### src/hdl/dbps_pkg.sv
package dbps_pkg;

    localparam int SPEED_W  = 24;
    localparam int DIST_W   = 24;
    localparam int HEIGHT_W = 24;
    localparam int K_W      = 24;
    localparam int STATUS_W = 2;
    localparam int PITCH_W  = 20;
    localparam int TIME_W   = 19;

    localparam int MAX_ATTEMPTS_DEF     = 10;
    localparam int MAX_FLIGHT_STEPS_DEF = 800;

    localparam int CORDIC_ITERS = 16;
    localparam int SHIFT_W      = 4;
    localparam int ITER_W       = 5;
    localparam int RATIO_W      = 17;

    localparam int CW  = 48;
    localparam int ZW  = 20;
    localparam int VW  = 32;
    localparam int PW  = 58;
    localparam int KVW = 28;
    localparam int MW  = 61;
    localparam int AW  = 36;
    localparam int UW  = 32;
    localparam int RW  = 33;
    localparam int QW  = 28;
    localparam int REMW = 34;

    localparam logic [15:0]          GAIN        = 16'd39797;
    localparam logic signed [AW-1:0] GRAVITY     = 36'sd642908;
    localparam logic signed [VW-1:0] VX_FLOOR    = 32'sd6554;
    localparam logic signed [VW-1:0] TOLERANCE   = 32'sd66;
    localparam logic signed [ZW-1:0] PITCH_LIMIT = 20'sd91499;
    localparam logic signed [AW-1:0] HALF_STEP   = 36'sd100;
    localparam logic signed [AW-1:0] DIV_BIAS    = 36'sd1677721600;
    localparam logic signed [VW-1:0] DIV_OFFSET  = 32'sd67108864;
    localparam logic [RW-1:0]        RECIP_25    = 33'd5497558138;
    localparam logic [QW+4:0]        DIVISOR_25  = 33'd25;
    localparam logic signed [CW-1:0] ROUND_14    = 48'sd8192;

    typedef enum logic [1:0] {
        ST_SOLVED      = 2'd0,
        ST_BAD_INPUT   = 2'd1,
        ST_NOT_REACHED = 2'd2,
        ST_NO_CONV     = 2'd3
    } status_t;

    typedef enum logic [4:0] {
        OP_NOP,
        OP_LOAD,
        OP_AT_INIT,
        OP_CORDIC,
        OP_AT_DONE,
        OP_ROT_INIT,
        OP_ROT_DONE,
        OP_HY_INIT,
        OP_HY_MUL,
        OP_KV,
        OP_MUL,
        OP_DIVA,
        OP_DIVB,
        OP_DV_INIT,
        OP_DV_ITER,
        OP_HIT,
        OP_ERR,
        OP_OUT
    } op_t;

    typedef enum logic [2:0] {
        D_VX,
        D_VY,
        D_X,
        D_Y,
        D_TIME
    } dsel_t;

    typedef enum logic [4:0] {
        S_IDLE,
        S_CHECK,
        S_AT,
        S_AT_DONE,
        S_PCHK,
        S_ROT_INIT,
        S_ROT,
        S_ROT_DONE,
        S_HY_INIT,
        S_HY,
        S_HY_MUL,
        S_KV,
        S_MUL,
        S_DIVA,
        S_DIVB,
        S_STEP_CHK,
        S_CROSS,
        S_DV,
        S_HIT,
        S_ERR,
        S_ECHK,
        S_EMIT
    } state_t;

    typedef struct packed {
        op_t                 op;
        logic [SHIFT_W-1:0]  iter;
        logic                rot;
        logic                first;
        dsel_t               dsel;
        status_t             status;
    } cmd_t;

    typedef struct packed {
        logic bad_in;
        logic step_end;
        logic no_reach;
        logic err_small;
        logic pitch_over;
    } flags_t;

    function automatic logic signed [ZW-1:0] atan_entry(input logic [SHIFT_W-1:0] i);
        logic signed [ZW-1:0] a;
        case (i)
            4'd0:    a = 20'sd51472;
            4'd1:    a = 20'sd30385;
            4'd2:    a = 20'sd16055;
            4'd3:    a = 20'sd8150;
            4'd4:    a = 20'sd4091;
            4'd5:    a = 20'sd2047;
            4'd6:    a = 20'sd1024;
            4'd7:    a = 20'sd512;
            4'd8:    a = 20'sd256;
            4'd9:    a = 20'sd128;
            4'd10:   a = 20'sd64;
            4'd11:   a = 20'sd32;
            4'd12:   a = 20'sd16;
            4'd13:   a = 20'sd8;
            4'd14:   a = 20'sd4;
            default: a = 20'sd2;
        endcase
        return a;
    endfunction

endpackage

### src/hdl/dbps_ctrl.sv
module dbps_ctrl #(
    parameter int MAX_ATTEMPTS = dbps_pkg::MAX_ATTEMPTS_DEF
) (
    input  logic                  clk,
    input  logic                  rst_n,
    input  logic                  in_valid,
    output logic                  in_ready,
    output logic                  out_valid,
    input  logic                  out_ready,
    input  dbps_pkg::flags_t      flags,
    output dbps_pkg::cmd_t        cmd
);

    localparam int ATT_W = $clog2(MAX_ATTEMPTS + 1);

    dbps_pkg::state_t               state_reg, state_next;
    logic [dbps_pkg::ITER_W-1:0]    iter_reg, iter_next;
    logic [ATT_W-1:0]               attempt_reg, attempt_next;
    logic [ATT_W-1:0]               attempt_inc;
    logic                           first_reg, first_next;
    dbps_pkg::dsel_t                phase_reg, phase_next;
    dbps_pkg::status_t              code_reg, code_next;
    logic                           out_valid_reg, out_valid_next;
    logic                           slot_free;

    assign attempt_inc = attempt_reg + 1'b1;
    assign slot_free   = !out_valid_reg || out_ready;
    assign out_valid   = out_valid_reg;

    always_ff @(posedge clk or negedge rst_n)
    begin
        if (!rst_n)
        begin
            state_reg     <= dbps_pkg::S_IDLE;
            iter_reg      <= '0;
            attempt_reg   <= '0;
            first_reg     <= 1'b1;
            phase_reg     <= dbps_pkg::D_VX;
            code_reg      <= dbps_pkg::ST_SOLVED;
            out_valid_reg <= 1'b0;
        end
        else
        begin
            state_reg     <= state_next;
            iter_reg      <= iter_next;
            attempt_reg   <= attempt_next;
            first_reg     <= first_next;
            phase_reg     <= phase_next;
            code_reg      <= code_next;
            out_valid_reg <= out_valid_next;
        end
    end

    always_comb
    begin
        state_next     = state_reg;
        iter_next      = '0;
        attempt_next   = attempt_reg;
        first_next     = first_reg;
        phase_next     = phase_reg;
        code_next      = code_reg;
        out_valid_next = out_valid_reg && !out_ready;
        case (state_reg)
            dbps_pkg::S_IDLE:
            begin
                if (in_valid)
                begin
                    state_next   = dbps_pkg::S_CHECK;
                    attempt_next = '0;
                    first_next   = 1'b1;
                end
            end
            dbps_pkg::S_CHECK:
            begin
                if (flags.bad_in)
                begin
                    code_next  = dbps_pkg::ST_BAD_INPUT;
                    state_next = dbps_pkg::S_EMIT;
                end
                else
                begin
                    state_next = dbps_pkg::S_AT;
                end
            end
            dbps_pkg::S_AT, dbps_pkg::S_ROT, dbps_pkg::S_HY:
            begin
                iter_next = iter_reg + 1'b1;
                if (iter_reg == dbps_pkg::ITER_W'(dbps_pkg::CORDIC_ITERS - 1))
                begin
                    iter_next = '0;
                    case (state_reg)
                        dbps_pkg::S_AT:  state_next = dbps_pkg::S_AT_DONE;
                        dbps_pkg::S_ROT: state_next = dbps_pkg::S_ROT_DONE;
                        default:         state_next = dbps_pkg::S_HY_MUL;
                    endcase
                end
            end
            dbps_pkg::S_AT_DONE:
            begin
                state_next = dbps_pkg::S_PCHK;
            end
            dbps_pkg::S_PCHK:
            begin
                if (first_reg)
                begin
                    first_next = 1'b0;
                    state_next = dbps_pkg::S_ROT_INIT;
                end
                else if (flags.pitch_over || attempt_inc == ATT_W'(MAX_ATTEMPTS))
                begin
                    code_next  = dbps_pkg::ST_NO_CONV;
                    state_next = dbps_pkg::S_EMIT;
                end
                else
                begin
                    attempt_next = attempt_inc;
                    state_next   = dbps_pkg::S_ROT_INIT;
                end
            end
            dbps_pkg::S_ROT_INIT: state_next = dbps_pkg::S_ROT;
            dbps_pkg::S_ROT_DONE: state_next = dbps_pkg::S_HY_INIT;
            dbps_pkg::S_HY_INIT:  state_next = dbps_pkg::S_HY;
            dbps_pkg::S_HY_MUL:   state_next = dbps_pkg::S_KV;
            dbps_pkg::S_KV:
            begin
                phase_next = dbps_pkg::D_VX;
                state_next = dbps_pkg::S_MUL;
            end
            dbps_pkg::S_MUL:  state_next = dbps_pkg::S_DIVA;
            dbps_pkg::S_DIVA: state_next = dbps_pkg::S_DIVB;
            dbps_pkg::S_DIVB:
            begin
                case (phase_reg)
                    dbps_pkg::D_VX:
                    begin
                        phase_next = dbps_pkg::D_VY;
                        state_next = dbps_pkg::S_MUL;
                    end
                    dbps_pkg::D_VY:
                    begin
                        phase_next = dbps_pkg::D_X;
                        state_next = dbps_pkg::S_DIVA;
                    end
                    dbps_pkg::D_X:
                    begin
                        phase_next = dbps_pkg::D_Y;
                        state_next = dbps_pkg::S_DIVA;
                    end
                    dbps_pkg::D_Y:
                    begin
                        state_next = dbps_pkg::S_STEP_CHK;
                    end
                    default:
                    begin
                        code_next  = dbps_pkg::ST_SOLVED;
                        state_next = dbps_pkg::S_EMIT;
                    end
                endcase
            end
            dbps_pkg::S_STEP_CHK:
            begin
                state_next = flags.step_end ? dbps_pkg::S_CROSS : dbps_pkg::S_HY_INIT;
            end
            dbps_pkg::S_CROSS:
            begin
                if (flags.no_reach)
                begin
                    code_next  = dbps_pkg::ST_NOT_REACHED;
                    state_next = dbps_pkg::S_EMIT;
                end
                else
                begin
                    state_next = dbps_pkg::S_DV;
                end
            end
            dbps_pkg::S_DV:
            begin
                iter_next = iter_reg + 1'b1;
                if (iter_reg == dbps_pkg::ITER_W'(dbps_pkg::RATIO_W - 1))
                begin
                    iter_next  = '0;
                    state_next = dbps_pkg::S_HIT;
                end
            end
            dbps_pkg::S_HIT: state_next = dbps_pkg::S_ERR;
            dbps_pkg::S_ERR: state_next = dbps_pkg::S_ECHK;
            dbps_pkg::S_ECHK:
            begin
                if (flags.err_small)
                begin
                    phase_next = dbps_pkg::D_TIME;
                    state_next = dbps_pkg::S_DIVA;
                end
                else
                begin
                    state_next = dbps_pkg::S_AT;
                end
            end
            dbps_pkg::S_EMIT:
            begin
                if (slot_free)
                begin
                    out_valid_next = 1'b1;
                    state_next     = dbps_pkg::S_IDLE;
                end
            end
            default: state_next = dbps_pkg::S_IDLE;
        endcase
    end

    always_comb
    begin
        in_ready   = 1'b0;
        cmd.op     = dbps_pkg::OP_NOP;
        cmd.iter   = iter_reg[dbps_pkg::SHIFT_W-1:0];
        cmd.rot    = (state_reg == dbps_pkg::S_ROT);
        cmd.first  = first_reg;
        cmd.dsel   = phase_reg;
        cmd.status = code_reg;
        case (state_reg)
            dbps_pkg::S_IDLE:
            begin
                in_ready = 1'b1;
                if (in_valid)
                begin
                    cmd.op = dbps_pkg::OP_LOAD;
                end
            end
            dbps_pkg::S_CHECK:
            begin
                cmd.first = 1'b1;
                if (!flags.bad_in)
                begin
                    cmd.op = dbps_pkg::OP_AT_INIT;
                end
            end
            dbps_pkg::S_AT, dbps_pkg::S_ROT, dbps_pkg::S_HY:
            begin
                cmd.op = dbps_pkg::OP_CORDIC;
            end
            dbps_pkg::S_AT_DONE:  cmd.op = dbps_pkg::OP_AT_DONE;
            dbps_pkg::S_ROT_INIT: cmd.op = dbps_pkg::OP_ROT_INIT;
            dbps_pkg::S_ROT_DONE: cmd.op = dbps_pkg::OP_ROT_DONE;
            dbps_pkg::S_HY_INIT:  cmd.op = dbps_pkg::OP_HY_INIT;
            dbps_pkg::S_HY_MUL:   cmd.op = dbps_pkg::OP_HY_MUL;
            dbps_pkg::S_KV:       cmd.op = dbps_pkg::OP_KV;
            dbps_pkg::S_MUL:      cmd.op = dbps_pkg::OP_MUL;
            dbps_pkg::S_DIVA:     cmd.op = dbps_pkg::OP_DIVA;
            dbps_pkg::S_DIVB:     cmd.op = dbps_pkg::OP_DIVB;
            dbps_pkg::S_CROSS:
            begin
                if (!flags.no_reach)
                begin
                    cmd.op = dbps_pkg::OP_DV_INIT;
                end
            end
            dbps_pkg::S_DV:       cmd.op = dbps_pkg::OP_DV_ITER;
            dbps_pkg::S_HIT:      cmd.op = dbps_pkg::OP_HIT;
            dbps_pkg::S_ERR:      cmd.op = dbps_pkg::OP_ERR;
            dbps_pkg::S_ECHK:
            begin
                cmd.first = 1'b0;
                if (!flags.err_small)
                begin
                    cmd.op = dbps_pkg::OP_AT_INIT;
                end
            end
            dbps_pkg::S_EMIT:
            begin
                if (slot_free)
                begin
                    cmd.op = dbps_pkg::OP_OUT;
                end
            end
            default: cmd.op = dbps_pkg::OP_NOP;
        endcase
    end

endmodule

### config.mk
export PLATFORM = sky130hd
export DESIGN_NAME = dbps_ctrl
export DESIGN_NICKNAME = d
export VERILOG_FILES = /design/src/hdl/dbps_pkg.sv /design/src/hdl/dbps_ctrl.sv
export SDC_FILE = /design/constraint.sdc
export NUM_CORES = 1
export LEC_CHECK = 0
export ABC_AREA = 1
export BUFFER_PORTS_ARGS = -buffer_cell sky130_fd_sc_hd__buf_2
export CAP_MARGIN = 20
export CORE_MARGIN = 1.5
export CORE_UTILIZATION = 40
export DETAILED_ROUTE_END_ITERATION = 10
export HOLD_SLACK_MARGIN = 0.05
export SYNTH_ARGS = -nofsm -noshare
export SYNTH_HDL_FRONTEND = slang
export SYNTH_SLANG_ARGS = --single-unit
### constraint.sdc
create_clock -name clk -period 2 [get_ports clk]
set_input_delay 0.2 -clock clk [delete_from_list [all_inputs] [get_ports clk]]
set_output_delay 0.2 -clock clk [all_outputs]
set_load 0.01 [all_outputs]
**Yosys cells after proc, flatten, opt, wreduce, memory -nomap -nowiden**

Index checks and enable logic that the tools add are counted.

- Equal/unequal tests: 39
- $add $sub $neg: 2
- Shift operators: 0
- Div/mod/pow operators: 0
- Reduce and logical (&&, ||, !) cells: 18
- Multiplexer cells: 41
- $mul: 0
- $lt $le $gt $ge: 0
- Bitwise gates (word level): 0

Operator list:

| cell | count |
|---|---|
| $pmux W5 S20 | 1 |
| $pmux W5 S18 | 1 |
| $mux W5 | 11 |
| $eq A5 B4 Y1 const B | 9 |
| $eq A5 B5 Y1 const B | 7 |
| $ne A2 B2 Y1 const B | 11 |
| $eq A5 B3 Y1 const B | 4 |
| $mux W4 | 5 |
| $pmux W3 S3 | 2 |
| $pmux W4 S2 | 2 |
| $pmux W5 S3 | 1 |
| $mux W2 | 7 |
| $eq A5 B2 Y1 const B | 2 |
| $pmux W5 S2 | 1 |
| $pmux W2 S4 | 1 |
| $reduce_and A4 Y1 | 2 |
| $eq A3 B2 Y1 const B | 2 |
| $mux W3 | 2 |
| $reduce_and A6 Y1 | 1 |
| $add A5 B1 Y5 const B | 1 |
| $eq A5 B1 Y1 const B | 1 |
| $logic_not A5 Y1 | 1 |
| $mux W1 | 5 |
| $add A4 B1 Y4 const B | 1 |
| 16 further kinds | 19 |

- Memory bits (writable): 0
- Logic and storage cells: 107
- Bits in registers: 21
- Latch bits: 0
- Bits in read-only memories: 0
- Input bits: 9
- Output and inout port bits: 18
- Memories: 0

**Longest topological paths before layout**

Gate-level depths: netlist of the first run.

- Word-level depth: 6
- Gate-level depth with buffers: 11
- Depth with buffers taken out: 11

**Least setup slack after synthesis of the first run**

Ideal clock, no wire load.

- Kind: flip-flop to output port
- Start: register state_reg[2]
- End: output cmd[11] (netlist bit)
- Cell stages (with the launch flop): 9
- Arrival: 1276 ps
- Data required time: 1800 ps
- Buffers on the path: 1
- Path slack: 524 ps
- Path through: dfrtp_1 -> buf_6 -> nor2_4 -> inv_1 -> nor2_1 -> nand2_1 -> nand2_1 -> nor3_1 -> nand4_1

RTL lines:

| element | RTL line | source |
|---|---|---|
| from (decl) | dbps_ctrl.sv:16 | `dbps_pkg::state_t state_reg, state_next;` |
| from (signal assigned) | dbps_ctrl.sv:34 | `state_reg <= dbps_pkg::S_IDLE;` |
| from (signal assigned) | dbps_ctrl.sv:44 | `state_reg <= state_next;` |
| to (decl) | dbps_ctrl.sv:11 | `output dbps_pkg::cmd_t cmd` |

==> impl_metrics.ini, run 1 <==
[outcome]
status = finished, final reports clean

[placement]
port_buffers = 26
placed_cells = 342
gp_congestion = 0.987
place.detailed.hpwl_mm = 3.49

[sta]
fin_tns_setup_ps = 0
drv_slew = 0
tightestPinTransition_ps = 502
rsz0062_at_grt = false
setup_viol = 0
hold_violations = 0
slew_headroom_pct = 66.5
period_needed_ps = 1920
fin_worst_skew_ps = 3.63
fin_crit_sh_pct = 96.1
fmax_ghz = 0.520

[setup_path]
crit_chain = nor2_4 -> inv_1 -> nor2_2 -> nand2_1 -> nand2_1 -> nor3_2 -> nand4_1 -> buf_2
start_kind = register
cp_slowest_cell = dfrtp_2
crit_buf_inv = 2
cp_common_cell = nand2_1
crit_type = reg -> out
path_delay_family = simple AND/OR/NAND/NOR gates
r2r_setup_slack_ps = 270
startpoint = state_reg[2]
cp_slowest_stage_delay_ps = 480
endpoint_kind = output pin
reg2reg_from = state_reg[2]
required_ps = 1800
worstPathArrival_ps = 1720
critical_path.max_fanout = 10
reg2reg_depth = 7
r2r_end = state_reg[2]

[die]
num_rows = 23
boundaryPins = 27
die_area_sq_um = 4740
initial_utilization_pct = 42.4
coreArea_sq_um = 4090
die_w_um = 68.8
die_height_um = 68.8

[drt]
route.detailed.drc = 0
first_iter_violations = 109
via_count = 1809
drtAntennaViolNets = 0
first_pass_iters = 4
wire_per_inst_um = 13.3
wl_mm = 4.60
avgViaCountPerCell = 5.21

[grt]
antenna_found_initial = 0
grt.overflow.total = 0
grt_pass1_wl_mm = 7.25
track_usage_pct = 20.3
grt_start_max_net_pins = 22
grt_pass1_vias = 1628

[yosys]
yosys.area.top_type_share_pct = 28.9
ys_ff_latch = 21
synth_edf_count = 0
synthesis.nets = 289
synthCells = 274
avgSynthCellArea_sq_um = 6.32
synth_area_sq_um = 1730
ys.flop_type = dfrtp_1
yosys.area.top_type = dfrtp_1
yosysSeqAreaShare_pct = 30.4
synthTopCellsByArea = dfrtp_1 29%, nand2_1 19%, nor2_1 9.3%
async_reset_ff_share_pct = 100
synth.distinct_cells = 28
ys_warn_count = 0

[clock_tree]
cts_sinks = 21
cts.htree.levels = 1
path_clk_slew_ps = 90
post-cts-setup-buffer-count = 0
cts_tree = done
cts-root-buf = clkbuf_8
cts_max_path_buffers = 2
cts_made_buffers = 3
clk_latency_ps = 260

[final_layout]
drive_above_1_share_pct = 19.5
syn2layout_area_growth_pct = 13.0
antenna_cells = 0
post_layout_nonfiller_instances = 347
final_nets = 313
fin_util_pct = 47.9

[flow_run]
cap_violations = 0

[power]
p_leak_nw = 1.09
power.density_nw_per_um2 = 1290
vdd_ir_drop_max_uv = 520

[hold_path]
hp-class = in -> reg
min-delay-start = out_ready
worstHoldEndpoint = out_valid
hold_depth = 2
==> area by class of cell <==
class,count,area (sq um)
Clock inverter,1,5.00
Clock buffer,3,41.3
Inverter,32,120
Multi-Input combinational cell,211,1040
Fill cell,442,2130
Sequential cell,21,532
Timing Repair Buffer,29,155
Tap cell,50,62.6
==> cell usage in the layout (no fill, tap or decap) <==
master         instances
a21oi_1                5
buf_2                 26
buf_4                  2
clkbuf_8               3
clkinv_1               1
clkinv_2               1
dfrtp_1               16
dfrtp_2                4
dfstp_2                1
dlygate4sd3_1          1
ha_1                   6
inv_1                 26
inv_2                  5
nand2_1               89
nand2_2                2
nand3_1               23
nand3_2                3
nand3b_1               1
nand4_1               16
nor2_1                41
nor2_2                 4
nor2_4                 3
nor2_8                 1
nor3_1                 2
nor3_2                 3
o21ai_0                5
o21ai_1                3
o22ai_1                1
or2_1                  1
xnor2_1                1
xor2_1                 1
==> kinds of logic after synthesis <==
family | Yosys count | share of synthesized area, %
AO/OA/AOI/OAI | 14 | 4.12
XOR/XNOR | 2 | 1.01
adder cells (fa/ha/maj) | 6 | 4.33
buffers and inverters | 42 | 10.9
flip-flops | 21 | 30.4
AND/OR/NAND/NOR | 189 | 49.2
==> worst max-delay path by stage <==
stage | endpoint | cells past startpoint
after global routing | cmd[11] | 7
after floorplan | cmd[11] | 8
final | cmd[11] | 8
after CTS | cmd[11] | 7
after detailed placement | cmd[11] | 7
after global placement | cmd[11] | 7
==> power breakdown <==
group          leakage (nW)  total [mW]  switching, mW  internal [mW]
sequential            0.274       0.703          0.158          0.545
combinational         0.791        1.54           1.05          0.494
clock                0.0255       0.291          0.152          0.139
==> per-stage QoR <==
stage	setup WS (ps)	area [sq um]	total power [mW]	hold WS, ps
finish	78.0	1960	2.53	123
floorplan	524	1730	1.77	-95.6
detailed placement	283	1870	2.17	198
CTS	4.56	1930	2.47	115
global route	10.8	1960	2.75	140
global placement	250	1870	2.17	199
==> repair_timing <==
action                                  CTS  global route
pin swaps                                 0             2
endpoints found under the hold margin    20             0
endpoints found under the setup margin    2             5
cloned                                    0             0
hold buffers                              1             0
resized for setup                         1             9
==> metal layers <==
metal  part of all wire (%)  track usage, %  routed length [um]
met5                      0               0                   0
met4                    2.2            7.60                 103
met3                    6.0            2.60                 276
met2                     43            31.7                1980
met1                     49            28.3                2240
==> cells in the mapped netlist (2+ instances only) <==
cell and n:
nand3_2 3, nand2_2 2, buf_4 5, ha_1 6, dfrtp_1 20, inv_1 26, nand3_1 23, nor3_1 4
o21ai_0 5, buf_2 4, nand4_1 16, nor2_1 43, a21oi_1 5, nor2_2 4, o21ai_1 3, inv_2 5
nand2_1 89
Note: power is estimated with default switching activity, not from simulation.
==> run 2, diff against run 1 <==
==> constraint.sdc (replaced) <==
create_clock -name clk -period 1.6 [get_ports clk]
set_input_delay 0.16 -clock clk [delete_from_list [all_inputs] [get_ports clk]]
set_output_delay 0.16 -clock clk [all_outputs]
set_load 0.01 [all_outputs]
==> run 2 against run 1 <==
Net effect: the flow now finishes with violations (negative setup slack); sequential cell count unchanged; clock power up 26%; cell area increased by 26%; first-iteration DRC count increased by 9.2%; hold slack lost 55 ps; largest power group unchanged; power increased by 61%; critical path depth fell by 1; routed wire length up 17%; non-clock buffer count is 49 higher; sequential power grew 26%.
==> impl_metrics.ini, run 2 (synthesized netlist as in run 1, its figures left out) <==
[grt]
antenna_found_initial = 0
grt_pass1_wl_mm = 7.99
track_usage_pct = 22.8
grt_start_max_net_pins = 22
grt.overflow.total = 0
grt_pass1_vias = 1801

[hold_path]
hold_depth = 2
min-delay-start = out_ready
hp-class = in -> reg
worstHoldEndpoint = out_valid

[sta]
setup_viol = 10
holdWs_ps = 68.1
rsz0062_at_grt = true
period_needed_ps = 1820
fin_worst_skew_ps = 1.79
slew_headroom_pct = 67.8
tightestPinTransition_ps = 484
fin_crit_sh_pct = 114
drv_slew = 0
fmax_ghz = 0.549
fin_ws_ps = -223
hold_violations = 0

[outcome]
failed_checks = negative setup slack
status = complete, but fails checks

[placement]
placed_cells = 373
port_buffers = 26
place_area_sq_um = 2120
place.detailed.hpwl_mm = 3.81
gp_congestion = 0.927
pre_cts_slack_ps = -11.1

[power]
p_total_mw = 4.09
power.share.combinational_pct = 69.3
p_clk_share_pct = 9.0
p_leak_nw = 1.35
p_sw_mw = 1.98
seqPwrFrac_pct = 21.7
vdd_ir_drop_max_uv = 795
power.density_nw_per_um2 = 1650
p_int_mw = 2.11
p_sw_share_pct = 48.5

[setup_path]
r2r_end = state_reg[0]
start_kind = register
r2r_setup_slack_ps = -80
reg2reg_from = state_reg[2]
required_ps = 1440
critical_path.max_fanout = 6
crit_type = reg -> out
reg2reg_depth = 9
endpoint_kind = output pin
worstPathArrival_ps = 1660

[final_layout]
final_nets = 362
syn2layout_area_growth_pct = 42.7
antenna_cells = 0
drive_above_1_share_pct = 39.6
post_layout_nonfiller_instances = 396
final_common_cell = nand2_1
final_cell_mix = 78 x nand2_1, 46 x buf_4, 34 x nor2_1
fin_area_sq_um = 2470

[drt]
drtAntennaViolNets = 0
via_count = 2031
first_iter_violations = 119
route.detailed.drc = 0
first_pass_iters = 5
avgViaCountPerCell = 5.13
wire_per_inst_um = 13.7
wl_mm = 5.41

[clock_tree]
cts.htree.levels = 1
cts_max_path_buffers = 2
cts_made_buffers = 3
cts-root-buf = clkbuf_8
path_clk_slew_ps = 80
cts_tree = done
clk_latency_ps = 270
cts_sinks = 21

[die]
initial_utilization_pct = 42.4
die_w_um = 68.8
boundaryPins = 27
coreArea_sq_um = 4090
num_rows = 23
die_area_sq_um = 4740
die_height_um = 68.8

[flow_run]
cap_violations = 0
==> run 2: changes by cell type in the layout (fill, tap and decap cells not counted), sizes merged <==
cell,change
buf,+49
clkbuf,+1
inv,-1
==> run 2: layout make-up <==
class                           count  area [sq um]
Clock buffer                        4          45.0
Fill cell                         392          1610
Inverter                           32           125
Multi-Input combinational cell    211          1160
Sequential cell                    21           533
Tap cell                           50          62.6
Timing Repair Buffer               78           551
==> run 2: power groups by stage <==
stage          clock network, mW  logic (mW)  registers (mW)
2_1_floorplan                  0        1.43           0.781
3_3_place_gp                   0        2.23           0.856
3_5_place_dp                   0        2.22           0.860
4_1_cts                    0.372        2.44           0.876
5_1_grt                    0.391        3.09           0.909
6_report                   0.367        2.83           0.889
==> run 2: through the flow <==
step                      util [%]  TNS (ps)
final                         60.5     -1210
after global routing          60.5     -2820
after CTS                     56.1      -773
after detailed placement      51.8     -18.3
after global placement        51.8         0
after floorplan                  -         0
==> run 2: worst max-delay path by stage <==
stage | slack, ps | from | depth (start not counted) | endpoint
6_report | -220 | state_reg[0] | 7 | cmd[11]
3_5_place_dp | -10 | state_reg[0] | 10 | code_reg[0]
4_1_cts | -170 | state_reg[3] | 8 | cmd[11]
5_1_grt | -290 | state_reg[0] | 7 | cmd[11]
2_1_floorplan | 160 | state_reg[2] | 8 | cmd[11]
3_3_place_gp | 4 | state_reg[2] | 8 | state_reg[0]
==> run 2: timing repair <==
| item | CTS | global route |
|---|---|---|
| buffers inserted | 9 | 11 |
| hold buffers | 1 | 0 |
| gates resized for setup | 19 | 35 |
| pin swaps | 5 | 12 |
| hold endpoints to repair | 20 | 0 |
| endpoints found under the setup margin | 13 | 19 |
==> run 2: metal layers <==
layer	wire length, um	vias up	global-route usage [%]
met1	2470	936	30.7
met5	0	-	0
met4	166	0	9.80
met3	259	15	3.41
li1	-	1016	-
met2	2510	64	36.3
==> run 2: critical path, cell delays in order, from the launching register on <==
cell and delay, ps:
dfrtp_2 490, nor2_8 180, buf_4 140, nand4_1 170, nand2_1 160, nor3_2 60, nand4_1 60, buf_2 140
==> run 3, diff against run 2 <==
--- a/config.mk
+++ b/config.mk
@@ -9,7 +9,7 @@
 export BUFFER_PORTS_ARGS = -buffer_cell sky130_fd_sc_hd__buf_2
 export CAP_MARGIN = 20
 export CORE_MARGIN = 1.5
-export CORE_UTILIZATION = 40
+export CORE_UTILIZATION = 38
 export DETAILED_ROUTE_END_ITERATION = 10
 export HOLD_SLACK_MARGIN = 0.05
 export SYNTH_ARGS = -nofsm -noshare
==> run 3 against run 2 <==
Net effect: the run still ends with negative setup slack left; sequential power about the same; via count down 0.89%; core utilization down 5.4 points; clock-buffer cell count unchanged; first-iteration DRC count down 18%; routed wire length down 5.8%; clock skew up 0.72 ps; power down 0.77%; sequential cell count unchanged; clock power about the same; critical path depth up 1; global-route usage down 1.6 points.
==> impl_metrics.ini, run 3 (synthesized netlist as in run 1, its figures left out) <==
[grt]
met1_usage_pct = 29.0
grt_pass1_vias = 1913
grt_pass1_wl_mm = 8.56
grt.overflow.total = 0
antenna_found_initial = 0
track_usage_pct = 21.2
grt_use_met3_pct = 1.42
grt.busiest_layer = met2
met2_usage_pct = 34.7
grt_start_max_net_pins = 22

[power]
p_sw_mw = 1.95
vdd_ir_drop_max_uv = 700
p_clk_share_pct = 9.0
power.density_nw_per_um2 = 1680
seqPwrFrac_pct = 21.8
p_sw_share_pct = 48.1
power.share.combinational_pct = 69.2
p_int_mw = 2.10
p_leak_nw = 1.31

[drt]
first_iter_violations = 97
wire_per_inst_um = 13.0
via_count = 2013
first_pass_iters = 4
avgViaCountPerCell = 5.14
wl_mm = 5.09
drtAntennaViolNets = 0
route.detailed.drc = 0

[setup_path]
crit_type = reg -> out
reg2reg_depth = 10
reg2reg_from = state_reg[2]
cp_common_cell = nor3_2
required_ps = 1440
cp_slowest_stage_delay_ps = 470
path_delay_family = simple AND/OR/NAND/NOR gates
start_kind = register
r2r_setup_slack_ps = -100
worstPathArrival_ps = 1630
crit_buf_inv = 3
r2r_end = state_reg[2]
critical_path.max_fanout = 4
cp_slowest_cell = dfrtp_2
crit_chain = inv_2 -> nor3_2 -> nand2_1 -> buf_4 -> nand3_1 -> nor3_2 -> nand4_1 -> buf_2
endpoint_kind = output pin

[sta]
drv_slew = 0
fin_tns_setup_ps = -1650
fmax_ghz = 0.558
holdWs_ps = 76.4
period_needed_ps = 1790
fin_worst_skew_ps = 2.51
rsz0062_at_grt = true
fin_ws_ps = -192
hold_violations = 0
fin_crit_sh_pct = 112
slew_headroom_pct = 67.5
tightestPinTransition_ps = 488
setup_viol = 16

[final_layout]
fin_util_pct = 55.2
nFillCells = 428
drive_above_1_share_pct = 38.2
final_nets = 356
final_cell_mix = 76 x nand2_1, 40 x buf_4, 36 x nor2_1
final_common_cell = nand2_1
antenna_cells = 0
syn2layout_area_growth_pct = 39.6

[placement]
gp_congestion = 0.988
place.detailed.hpwl_mm = 3.69
pre_cts_slack_ps = -6.43
port_buffers = 26

[clock_tree]
clk_latency_ps = 270
cts.htree.levels = 1
cts_max_path_buffers = 2
cts_tree = done
cts-root-buf = clkbuf_8
cts_made_buffers = 3
cts_sinks = 21
path_clk_slew_ps = 80

[die]
coreArea_sq_um = 4380
initial_utilization_pct = 39.5
boundaryPins = 27
num_rows = 24
die_area_sq_um = 4970
die_height_um = 70.5
die_w_um = 70.5

[hold_path]
min-delay-start = out_ready
worstHoldEndpoint = out_valid
hold_depth = 2
hp-class = in -> reg

[outcome]
status = complete, but fails checks
failed_checks = negative setup slack

[flow_run]
cap_violations = 0
-- run 3: area by class of cell --
type	count	area, sq um	share of cell area (%)
well taps	52	65.1	2.69
clock buffers	4	45.0	1.86
repair buffers	72	503	20.8
inverters	32	125	5.17
multi-input cells	211	1150	47.4
flip-flops and latches	21	533	22.0
-- run 3: worst max path at each step --
| stage | cells after the start | from | end |
|---|---|---|---|
| 2_1_floorplan | 8 | state_reg[2] | cmd[11] |
| 4_1_cts | 7 | state_reg[2] | cmd[12] |
| 3_5_place_dp | 7 | state_reg[2] | phase_reg[0] |
| 6_report | 8 | state_reg[3] | cmd[12] |
| 3_3_place_gp | 7 | state_reg[2] | phase_reg[1] |
| 5_1_grt | 8 | state_reg[2] | cmd[12] |
-- run 3: power by group through the flow --
stage / clock network [mW] / logic, mW / registers, mW
global placement: 0 / 2.14 / 0.865
floorplan: 0 / 1.43 / 0.781
finish: 0.364 / 2.81 / 0.886
detailed placement: 0 / 2.12 / 0.865
global route: 0.394 / 3.10 / 0.908
CTS: 0.381 / 2.44 / 0.877
-- run 3: worst register-to-register path, cell delays in order, from the launching register on --
cell and delay, ps:
dfrtp_2 480, nor2_4 200, buf_6 130, buf_4 100, buf_6 90, nand3_4 60
or2_4 280, nand2_2 90, nor2_4 60, nand2_1 60, nand2_1 50
-- run 3: stage by stage --
stage,instances,instance area (sq um),power [mW]
finish,392,2420,4.06
global route,392,2420,4.40
CTS,386,2290,3.70
global placement,368,2050,3.00
detailed placement,368,2050,2.98
floorplan,274,1730,2.21
-- run 3: metal layers --
metal  wire length, um  vias up
li1                  -     1010
met1              2350      916
met2              2370       69
met3               193       18
met4               180        0
met5                 0        -
-- run 3: what timing repair did --
item | 4_1_cts | 5_1_grt
buffers inserted | 14 | 6
gates resized for setup | 27 | 27
setup endpoints to repair | 16 | 23
hold buffers | 1 | 0
endpoints found under the hold margin | 20 | 0
pin swaps | 8 | 20
